**src/hw/rtl/hdtu_pkg.sv**
```systemverilog
// ----------------------------------------------------------------------------
// hdtu_pkg: shared types, constants and functions of the decay trace core
// Holds field widths, the 2^-f table builder and the queue item struct.
// ----------------------------------------------------------------------------
package hdtu_pkg;

  localparam int NUM_TYPES_DEF      = 6;
  localparam int EXP_TABLE_BITS_DEF = 8;
  localparam int TIME_W  = 48;
  localparam int RATE_W  = 24;
  localparam int INV_W   = 32;
  localparam int LEVEL_W = 32;
  localparam int SUM_W   = 48;
  localparam int TYPE_W  = 3;
  localparam int MAX_TYPES = 6;
  localparam logic [30:0] LOG2E_Q30 = 31'd1549082005;

  localparam logic [1:0] CFG_DECAY_RATE = 2'd0;
  localparam logic [1:0] CFG_INV_RATE   = 2'd1;
  localparam logic [1:0] CFG_WINDOW     = 2'd2;

  // One classified event handed from the front part to the back part.
  typedef struct packed {
    logic [TIME_W-1:0] dt;
    logic [TIME_W-1:0] remain;
    logic [TYPE_W-1:0] etype;
    logic              start;
    logic              err;
  } hdtu_item_t;

  function automatic logic [63:0] hdtu_isqrt(input logic [63:0] v_in);
    logic [63:0] v;
    logic [63:0] r;
    logic [63:0] b;
    v = v_in;
    r = '0;
    b = 64'd1 << 62;
    while (b > v) b = b >> 2;
    while (b != 0) begin
      if (v >= r + b) begin
        v = v - (r + b);
        r = (r >> 1) + b;
      end else begin
        r = r >> 1;
      end
      b = b >> 2;
    end
    return r;
  endfunction

  // Entry k of the 2^-(k/2^tb) table in Q1.32, evaluated at elaboration.
  function automatic logic [32:0] hdtu_pow_entry(input int tb, input int k);
    logic [63:0] roots [0:12];
    logic [127:0] acc;
    roots[0] = 64'd1 << 31;
    for (int i = 1; i <= 12; i++) roots[i] = hdtu_isqrt(roots[i-1] << 32);
    if (k >= (1 << tb)) return 33'd1 << 31;
    acc = 128'd1 << 32;
    for (int j = 0; j < tb; j++) begin
      if (((k >> (tb - 1 - j)) & 1) != 0)
        acc = (acc * roots[j+1] + (128'd1 << 31)) >> 32;
    end
    return acc[32:0];
  endfunction

endpackage

```
**src/hw/rtl/hdtu_queue.sv**
```systemverilog
// ----------------------------------------------------------------------------
// hdtu_queue: two-entry queue between the front and back parts
// ----------------------------------------------------------------------------
module hdtu_queue (
  input  logic                 clk,
  input  logic                 rst,
  input  logic                 push,
  input  hdtu_pkg::hdtu_item_t din,
  output logic                 full,
  input  logic                 pop,
  output logic                 valid,
  output hdtu_pkg::hdtu_item_t dout
);
  hdtu_pkg::hdtu_item_t mem [2];
  logic wptr;
  logic rptr;
  logic [1:0] fill;

  assign full  = (fill == 2'd2);
  assign valid = (fill != 2'd0);
  assign dout  = mem[rptr];

  always_ff @(posedge clk) begin
    if (push) mem[wptr] <= din;
    if (rst) begin
      wptr <= 1'b0;
      rptr <= 1'b0;
      fill <= '0;
    end else begin
      if (push) wptr <= !wptr;
      if (pop) rptr <= !rptr;
      fill <= fill + 2'(push) - 2'(pop);
    end
  end
endmodule

```
**config.mk**
```make
export PLATFORM = sky130hd
export DESIGN_NAME = hdtu_queue
export DESIGN_NICKNAME = d
export VERILOG_FILES = /design/src/hw/rtl/hdtu_pkg.sv /design/src/hw/rtl/hdtu_queue.sv
export SDC_FILE = /design/constraint.sdc
export NUM_CORES = 1
export LEC_CHECK = 0
export BUFFER_PORTS_ARGS = -buffer_cell sky130_fd_sc_hd__buf_2
export CORE_UTILIZATION = 50
export CTS_CLUSTER_DIAMETER = 40
export DETAILED_ROUTE_END_ITERATION = 6
export MAX_ROUTING_LAYER = met4
export PLACE_DENSITY = 0.78
export SLEW_MARGIN = 20
export SYNTH_ARGS = -nofsm -noshare
export SYNTH_HDL_FRONTEND = slang
export SYNTH_SLANG_ARGS = --single-unit
```
**constraint.sdc**
```tcl
create_clock -name clk -period 7.3 [get_ports clk]
set_clock_uncertainty 0.2 [all_clocks]
set_input_delay 0.73 -clock clk [delete_from_list [all_inputs] [get_ports clk]]
set_output_delay 0.73 -clock clk [all_outputs]
set_load 0.01 [all_outputs]
```
==> reports/qor.txt <==
Slew margin rel.: 26.6%
Drt wl/cell: 17.1 µm
Nets@finish: 671
Die width: 128 µm
Number of synthesized register bits: 207
Setup Buffers After CTS: 0
Clock power frac: 41.9%
Fill cells: 1,076
Worst Max-Slew Pin Slew: 1.10 ns
Ys flop type: edfxtp_1
MaxCap Viol Count: 0
Switching Fraction: 22.5%
Internal: 0.00232 W
H-Tree Level Count: 1
Area Overhead vs Synth: 25.6%
Hold EP: mem[1][13]$_DFFE_PP_
Vias in the first global route: 3,907
DP Cell Count: 746
Max VDD drop: 182 µV
Total routed wirelength: 13.6 mm
Syn_area_per_cell: 23.8 µm²
Combinational Power Share: 10.6%
Post-Syn Nets: 442
Crit share post-route: 53.5%
Hold-fix buffers at CTS: 0
CP Cell Sequence: buf_4 > mux2_2 > buf_2
WHS: 0.198 ns
Final setup viols: 0
Gate Count Post-Synth: 335
Final hold viol count: 0
Yosys warns: 0
CP required: 6.37 ns
Synthesized cell area: 0.00796 mm²
Post-synth EDFFs: 202
Worst r2r dst: mem[1][68]$_DFFE_PP_
P per Cell Area: 299 mW/mm²
Critical path endpoint category: primary output
Reg2Reg Depth: 2
Sequential area share after synthesis: 77.5%
Num CTS Buffers: 27
Final cell count without fillers: 798
Starting Density: 51.8%
Crit-path slowest cell: buf_4
Clock latency at the later pin of the worst-skew pair: 0.52 ns
Final min period: 3.91 ns
Max-slew violation count: 0
GRT overflow: 0
Critical Path Fanout Max: 59
Layout Cell Area excl Fill: 0.00999 mm²
Vias per inst: 4.81
R2R Setup Slk: 4.93 ns
Status: finished clean
Sw power: 0.000675 W
Worst min path class: input pin to flop
Die ar.: 0.0164 mm²
Sequential power share: 47.5%
# DRC: 0
Clock sinks: 207
Startpoint Class: flop
Unrepaired setup endpoints after global routing: false
Worst-path clk slew: 0.06 ns
I/O pin cnt: 208
Ys async rst share: 0%
First-pass GRT wire length: 20.0 mm
CTS tree: built
Total GRT Usage: 16.6%
Largest net degree at the start of global routing: 60
Setup CP Type: flop to primary output
Worst hold path depth: 1
Data arrival, critical path: 2.98 ns
FP Rows: 45
Routability cong.: 0.724
Reg2reg start: wptr$_SDFFE_PP0P_
Initial antenna violation count: 2
Hold path startpoint: din[13]
CP peak stage delay: 0.93 ns
Vias: 3,842
Max Freq: 256 MHz
Dpl cell area: 0.00910 mm²
Hpwl dp: 8.86 mm
First-pass DRT Iterations: 4
Height of the die: 128 µm
Share of layout cells above drive strength 1: 61.5%
Clock Path Buffers: 3
ANT nets after route: 0
First DRT Iteration DRCs: 218
Area of the core: 0.0154 mm²
Buffers on Ports: 207
PostCTS Resize Cnt: 0
Setup TNS: 0 ns
Root Buffer: clkbuf_16
Leakage power: 3.98 nW
Final Util: 65.0%
Count of cell types in the netlist: 15
==> flip-flops by register name (all words and copies together) (netlist names), named ones only <==
| signal | count |
|---|---|
| wptr | 1 |
| mem | 202 |
| rptr | 1 |
| fill | 2 |
==> power groups by stage <==
stage / clock [W] / sequential [W] / combinational, W
2_1_floorplan: 0 / 0.00144 / 0.000226
3_3_place_gp: 0 / 0.00144 / 0.000316
3_5_place_dp: 0 / 0.00145 / 0.000323
4_1_cts: 0.00128 / 0.00142 / 0.000324
5_1_grt: 0.00133 / 0.00143 / 0.000342
6_report: 0.00125 / 0.00142 / 0.000319
==> critical path: cells and delay by family, from the launching register on <==
| kind | cells | cell delay, ns |
|---|---|---|
| flip-flops | 1 | 0.85 |
| buffers and inverters | 2 | 1.07 |
| multiplexers | 1 | 0.43 |
==> cells in the final DEF, fill, tap and decap left out <==
master | Yosys | routed
dfxtp_1 | 5 | 4
inv_6 | 0 | 4
mux2_2 | 11 | 11
clkinvlp_4 | 0 | 5
clkinv_4 | 0 | 2
clkbuf_16 | 0 | 27
bufinv_16 | 0 | 2
ha_1 | 2 | 2
inv_1 | 2 | 2
nor2_1 | 4 | 4
mux2_4 | 90 | 90
xnor2_1 | 2 | 2
clkinv_2 | 0 | 2
or2_2 | 1 | 1
and2_4 | 0 | 1
nor2b_4 | 0 | 1
inv_8 | 0 | 2
edfxtp_1 | 202 | 202
diode_2 | 0 | 2
buf_4 | 0 | 4
xnor3_1 | 1 | 1
nor2b_1 | 3 | 2
buf_2 | 1 | 207
dfxtp_4 | 0 | 1
clkinv_1 | 0 | 6
==> worst max-delay path by stage <==
stage / slack (ns) / startpoint / endpoint
after floorplan: 1.40 / push / mem[0][0]$_DFFE_PP_
after detailed placement: 3.94 / flop / dout[1]
after global placement: 3.95 / flop / dout[1]
after global routing: 3.24 / flop / dout[1]
after CTS: 3.36 / flop / dout[1]
final: 3.39 / flop / dout[1]
==> cell usage after synthesis, types with 2 or more instances <==
library cell | n | area share (%)
buf_12 | 9 | 2.3
dfxtp_1 | 5 | 1.3
edfxtp_1 | 202 | 76
ha_1 | 2 | 0.31
inv_1 | 2 | 0.094
mux2_2 | 11 | 1.6
mux2_4 | 90 | 17
nor2_1 | 4 | 0.19
nor2b_1 | 3 | 0.24
xnor2_1 | 2 | 0.22
==> metrics by stage <==
step	total power, W	setup slack, ns
3_5_place_dp	0.00177	3.94
2_1_floorplan	0.00166	1.40
4_1_cts	0.00303	3.36
5_1_grt	0.00310	3.24
3_3_place_gp	0.00176	3.95
6_report	0.00299	3.39
==> cell families after synthesis <==
| logic type | count (synthesis) | synth area share (%) |
|---|---|---|
| XOR/XNOR | 3 | 0.503 |
| buffers and inverters | 13 | 2.56 |
| flip-flops | 207 | 77.5 |
| AND/OR/NAND/NOR | 9 | 0.582 |
| adder cells (fa/ha/maj) | 2 | 0.314 |
| multiplexers | 101 | 18.5 |
==> cell type report <==
| cell class | count | area (µm²) | share of cell area, % |
|---|---|---|---|
| clock inverter | 23 | 205 | 2.05 |
| clock buffer | 27 | 676 | 6.76 |
| antenna | 2 | 5.00 | 0.0501 |
| multi-input combinational | 115 | 1600 | 16.0 |
| sequential | 207 | 6170 | 61.8 |
| tap | 211 | 264 | 2.64 |
| inverter | 2 | 7.51 | 0.0752 |
| timing repair buffer | 211 | 1070 | 10.7 |
==> metal layers <==
layer	global-route usage, %	share of wire [%]	wire length [µm]
met4	4.50	1.7	226
met2	26.8	49	6690
met5	-	0	0
met1	20.0	40	5520
met3	5.59	8.7	1190
Power figures use the tool's default switching activity.
