===== src/hw/rtl/hdtu_pkg.sv =====
// ----------------------------------------------------------------------------
// hdtu_pkg: shared types, constants and functions of the decay trace core
// Holds field widths, the 2^-f table builder and the queue item struct.
// ----------------------------------------------------------------------------
package hdtu_pkg;

  localparam int NUM_TYPES_DEF      = 6;
  localparam int EXP_TABLE_BITS_DEF = 8;
  localparam int TIME_W  = 48;
  localparam int RATE_W  = 24;
  localparam int INV_W   = 32;
  localparam int LEVEL_W = 32;
  localparam int SUM_W   = 48;
  localparam int TYPE_W  = 3;
  localparam int MAX_TYPES = 6;
  localparam logic [30:0] LOG2E_Q30 = 31'd1549082005;

  localparam logic [1:0] CFG_DECAY_RATE = 2'd0;
  localparam logic [1:0] CFG_INV_RATE   = 2'd1;
  localparam logic [1:0] CFG_WINDOW     = 2'd2;

  // One classified event handed from the front part to the back part.
  typedef struct packed {
    logic [TIME_W-1:0] dt;
    logic [TIME_W-1:0] remain;
    logic [TYPE_W-1:0] etype;
    logic              start;
    logic              err;
  } hdtu_item_t;

  function automatic logic [63:0] hdtu_isqrt(input logic [63:0] v_in);
    logic [63:0] v;
    logic [63:0] r;
    logic [63:0] b;
    v = v_in;
    r = '0;
    b = 64'd1 << 62;
    while (b > v) b = b >> 2;
    while (b != 0) begin
      if (v >= r + b) begin
        v = v - (r + b);
        r = (r >> 1) + b;
      end else begin
        r = r >> 1;
      end
      b = b >> 2;
    end
    return r;
  endfunction

  // Entry k of the 2^-(k/2^tb) table in Q1.32, evaluated at elaboration.
  function automatic logic [32:0] hdtu_pow_entry(input int tb, input int k);
    logic [63:0] roots [0:12];
    logic [127:0] acc;
    roots[0] = 64'd1 << 31;
    for (int i = 1; i <= 12; i++) roots[i] = hdtu_isqrt(roots[i-1] << 32);
    if (k >= (1 << tb)) return 33'd1 << 31;
    acc = 128'd1 << 32;
    for (int j = 0; j < tb; j++) begin
      if (((k >> (tb - 1 - j)) & 1) != 0)
        acc = (acc * roots[j+1] + (128'd1 << 31)) >> 32;
    end
    return acc[32:0];
  endfunction

endpackage


===== src/hw/rtl/hdtu_front.sv =====
// ----------------------------------------------------------------------------
// hdtu_front: accepts events, tracks previous time, forms dt and T - t
// Writes one classified item per accepted event into a small queue.
// ----------------------------------------------------------------------------
module hdtu_front (
  input  logic                        clk,
  input  logic                        rst,
  input  logic                        in_valid,
  output logic                        in_ready,
  input  logic [hdtu_pkg::TIME_W-1:0] event_time,
  input  logic [hdtu_pkg::TYPE_W-1:0] event_class,
  input  logic                        start_of_stream,
  input  logic [hdtu_pkg::TIME_W-1:0] window_length,
  input  logic                        q_full,
  output logic                        q_push,
  output hdtu_pkg::hdtu_item_t        q_item
);
  logic [hdtu_pkg::TIME_W-1:0] previous_time;
  logic [hdtu_pkg::TIME_W-1:0] base;

  assign in_ready = !q_full;
  assign q_push   = in_valid && in_ready;
  assign base     = start_of_stream ? '0 : previous_time;

  always_comb begin
    q_item.etype  = event_class;
    q_item.start  = start_of_stream;
    q_item.err    = (event_time < base);
    q_item.dt     = q_item.err ? '0 : event_time - base;
    q_item.remain = (window_length > event_time) ? window_length - event_time : '0;
  end

  always_ff @(posedge clk) begin
    if (rst) begin
      previous_time <= '0;
    end else if (q_push) begin
      previous_time <= q_item.err ? base : event_time;
    end
  end
endmodule


===== config.mk =====
export PLATFORM = sky130hd
export DESIGN_NAME = hdtu_front
export DESIGN_NICKNAME = d
export VERILOG_FILES = /design/src/hw/rtl/hdtu_pkg.sv /design/src/hw/rtl/hdtu_front.sv
export SDC_FILE = /design/constraint.sdc
export NUM_CORES = 1
export LEC_CHECK = 0
export ABC_AREA = 1
export BUFFER_PORTS_ARGS = -buffer_cell sky130_fd_sc_hd__buf_2
export CAP_MARGIN = 20
export CORE_ASPECT_RATIO = 1.75
export CORE_MARGIN = 1
export CORE_UTILIZATION = 45
export CTS_CLUSTER_DIAMETER = 60
export DETAILED_ROUTE_END_ITERATION = 12
export PLACE_DENSITY = 0.68
export SLEW_MARGIN = 20
export SYNTH_ARGS = -nofsm -noshare
export SYNTH_HDL_FRONTEND = slang
export SYNTH_SLANG_ARGS = --single-unit

===== constraint.sdc =====
create_clock -name clk -period 4.05 [get_ports clk]
set_input_delay 0.2025 -clock clk [delete_from_list [all_inputs] [get_ports clk]]
set_output_delay 0.2025 -clock clk [all_outputs]
set_load 0.05 [all_outputs]

==> qor.yml <==
placed_design:
  dpl_cell_area_mm2: 0.0114
  gp_congestion: 1.06
  io_buffers: 200
  post-place-ws_ns: 0.348
  dp_hpwl_um: 37600
final_layout:
  largest_reg_flops: 48
  top_register: "previous_time"
  syn_to_final_growth_pct: 13.3
  final_nets: 2294
  num-fill-cells: 2555
  drive_gt1_frac: 0.121
  final_cell_area_mm2: 0.0115
  top_regs: "previous_time (48)"
  diodes: 0
logic_synthesis:
  synth-seq-cells: 48
  seq_area_frac_synth: 0.0944
  async_reset_ff_frac: 0
  syn_inst: 1920
  synthSimpleGateAreaFrac: 0.452
  avgSynthCellArea_um2: 5.30
  synth_xor_area_frac: 0.0336
  synth_compound_area_frac: 0.170
  synth_top_area_frac: 0.214
  synthesis.nets: 2126
  yosys_warnings: 0
  synthesis.area_mm2: 0.0102
  synth_top_family_by_area: "simple AND/OR/NAND/NOR gates"
  ys_types: 35
  synth_fa_ha_area_frac: 0.127
  synth-edff-count: 0
  synth_mux_area_frac: 0
  synthFlopType: "dfxtp_1"
  yosysTopAreaCell: "nand2_1"
  yosys-top-cells-area: "nand2_1 (21%), ha_1 (12%), nor2_1 (9.8%)"
clock_network:
  cts_tree: "built"
  ctsResizeCount: 0
  post_cts_buffers: 0
  clkTransAtPathRegs_ns: 0.07
  clockBufferDepth: 2
  cts-htree-levels: 2
  cts_sinks: 48
  clk-insertion-delay-late_ns: 0.30
  ctsRootBufferMaster: "clkbuf_16"
  cts_buffers: 5
  cts_hold_buf: 0
setup_path:
  worst_setup_path_end_kind: "primary output"
  cp.required_ns: 3.85
  cp_max_fo: 48
  worstSetupPathType: "primary input to primary output"
  worstPathArrival_ns: 3.88
  crit_path_start_kind: "primary input"
  reg2regPathDepth: 17
power_and_ir_drop:
  worst_ir_drop_vdd_v: 0.000196
  power_frac_seq: 0.162
  pwr-share-comb: 0.704
  p_leak_nw: 5.98
  clock_power_share: 0.135
  power.total_w: 0.00318
  powerDensity_mw_per_mm2: 275
  sw_frac_of_total: 0.576
  internal_power_w: 0.00135
  switchingPower_w: 0.00183
timing:
  hold_ws_ns: 0.301
  setup_slack_ns: -0.0321
  finalSetupViolCount: 1
  rsz0062_at_grt: "false"
  fin_crit_sh: 1.01
  drv_slew: 0
  tns_ns: -0.0321
  min_period_ns: 4.08
  max_freq_mhz: 245
  finClkSkew_ns: 0.0120
  finalHoldViolCount: 0
  worstMarginPinSlew_ns: 0.962
  slew_headroom: 0.358
grt:
  grt_max_degree: 50
  antenna_found_initial: 0
  grt.total_usage: 0.385
  grt_pass1_wl_um: 66900
  grt_pass1_vias: 12600
  grt_overflow: 0
routing:
  drt_first_iter_violations: 869
  first_pass_iters: 6
  drt_wl_total_um: 45000
  ant_nets: 0
  via_count: 13300
  vias_per_cell: 5.57
  drc: 0
  wire_per_inst_um: 18.9
flow_run:
  drv_cap: 0
floorplanning:
  die_area_mm2: 0.0232
  num_rows: 72
  die_x_um: 116
  ios: 207
  die_h_um: 201
  core-area_mm2: 0.0222
  start_util: 0.459
run_status:
  violations: "negative setup slack"
  status: "finished, violations left"
worst_hold_path:
  hold_path_class: "primary input to register"
  holdPathStages: 5
-- worst paths after layout --
path	start	endpoint	slack, ns
hold / removal	event_time[10]	previous_time[10]	0.30
setup / recovery	start_of_stream	q_item[88]	-0.03
hold reg to reg	previous_time[27]	previous_time[27]	0.46
setup reg to reg	previous_time[0]	previous_time[47]	0.52
-- per-stage QoR --
step,utilization,instances
floorplan,-,1920
global placement,0.514,2377
detailed placement,0.514,2377
CTS,0.520,2385
global route,0.520,2385
finish,0.520,2385
-- area by class of cell --
class / instances / area, um2 / share of cell area
Tap cell: 296 / 370 / 0.0321
Timing Repair Buffer: 214 / 1120 / 0.0970
Clock inverter: 1 / 7.51 / 0.000651
Multi-Input combinational cell: 1562 / 7970 / 0.691
Clock buffer: 7 / 143 / 0.0124
Sequential cell: 48 / 961 / 0.0833
Inverter: 257 / 965 / 0.0836
-- placed cells by master (no fill, tap or decap), drive strengths merged, types with 2 or more instances in the layout --
master	netlist	layout
nand2	582	582
nor2	269	269
inv	257	257
buf	36	214
a21oi	196	196
nand3	140	140
ha	100	100
o21ai	76	76
nand4	74	74
dfxtp	48	48
xnor2	29	29
o21bai	26	26
nor3	18	18
or2	16	16
xor2	10	10
a21o	9	9
clkbuf	17	7
o21a	6	6
a21boi	4	4
nand3b	2	2
a31oi	2	2
fa	2	2
-- critical path: stages --
cell and delay, ns:
buf_2 0.10, inv_1 0.09, buf_12 0.24, nand2_1 0.11, ha_1 0.38, a21oi_1 0.29, o21ai_0 0.23, a21oi_1 0.32
inv_1 0.10, a21oi_1 0.73, nand3_1 0.47, nand2_1 0.15, nand2_1 0.06, nor2_1 0.10, buf_2 0.28
-- layer usage --
metal / up-vias / global-route usage / share of wire
met5: - / 0 / 0
met4: 0 / 0.342 / 0.10
met3: 157 / 0.0414 / 0.060
met2: 581 / 0.676 / 0.49
met1: 5951 / 0.393 / 0.35
li1: 6600 / - / -
-- cells by family (layout without fill, tap and decap cells) --
| kind of cell | count (synthesis) | after routing |
|---|---|---|
| XOR/XNOR | 39 | 39 |
| AO/OA/AOI/OAI | 319 | 319 |
| buffers and inverters | 310 | 479 |
| adder cells (fa/ha/maj) | 102 | 102 |
| flip-flops | 48 | 48 |
| AND/OR/NAND/NOR | 1102 | 1102 |
-- synth_stat cells (17+ instances only) --
| master | count |
|---|---|
| nand2_1 | 579 |
| nand4_1 | 74 |
| o21bai_1 | 25 |
| xnor2_1 | 29 |
| ha_1 | 100 |
| buf_2 | 18 |
| nand3_1 | 138 |
| nor3_1 | 18 |
| dfxtp_1 | 48 |
| clkbuf_1 | 17 |
| inv_1 | 253 |
| a21oi_1 | 193 |
| nor2_1 | 265 |
| o21ai_0 | 68 |
-- power by group through the flow --
| stage | Combinational, W | Clock (W) | Sequential (W) |
|---|---|---|---|
| floorplan | 0.00161 | 0 | 0.000521 |
| detailed placement | 0.00219 | 0 | 0.000523 |
| global route | 0.00241 | 0.000452 | 0.000516 |
| global placement | 0.00219 | 0 | 0.000523 |
| CTS | 0.00220 | 0.000434 | 0.000513 |
| finish | 0.00223 | 0.000428 | 0.000513 |
Power figures use the tool's default switching activity.
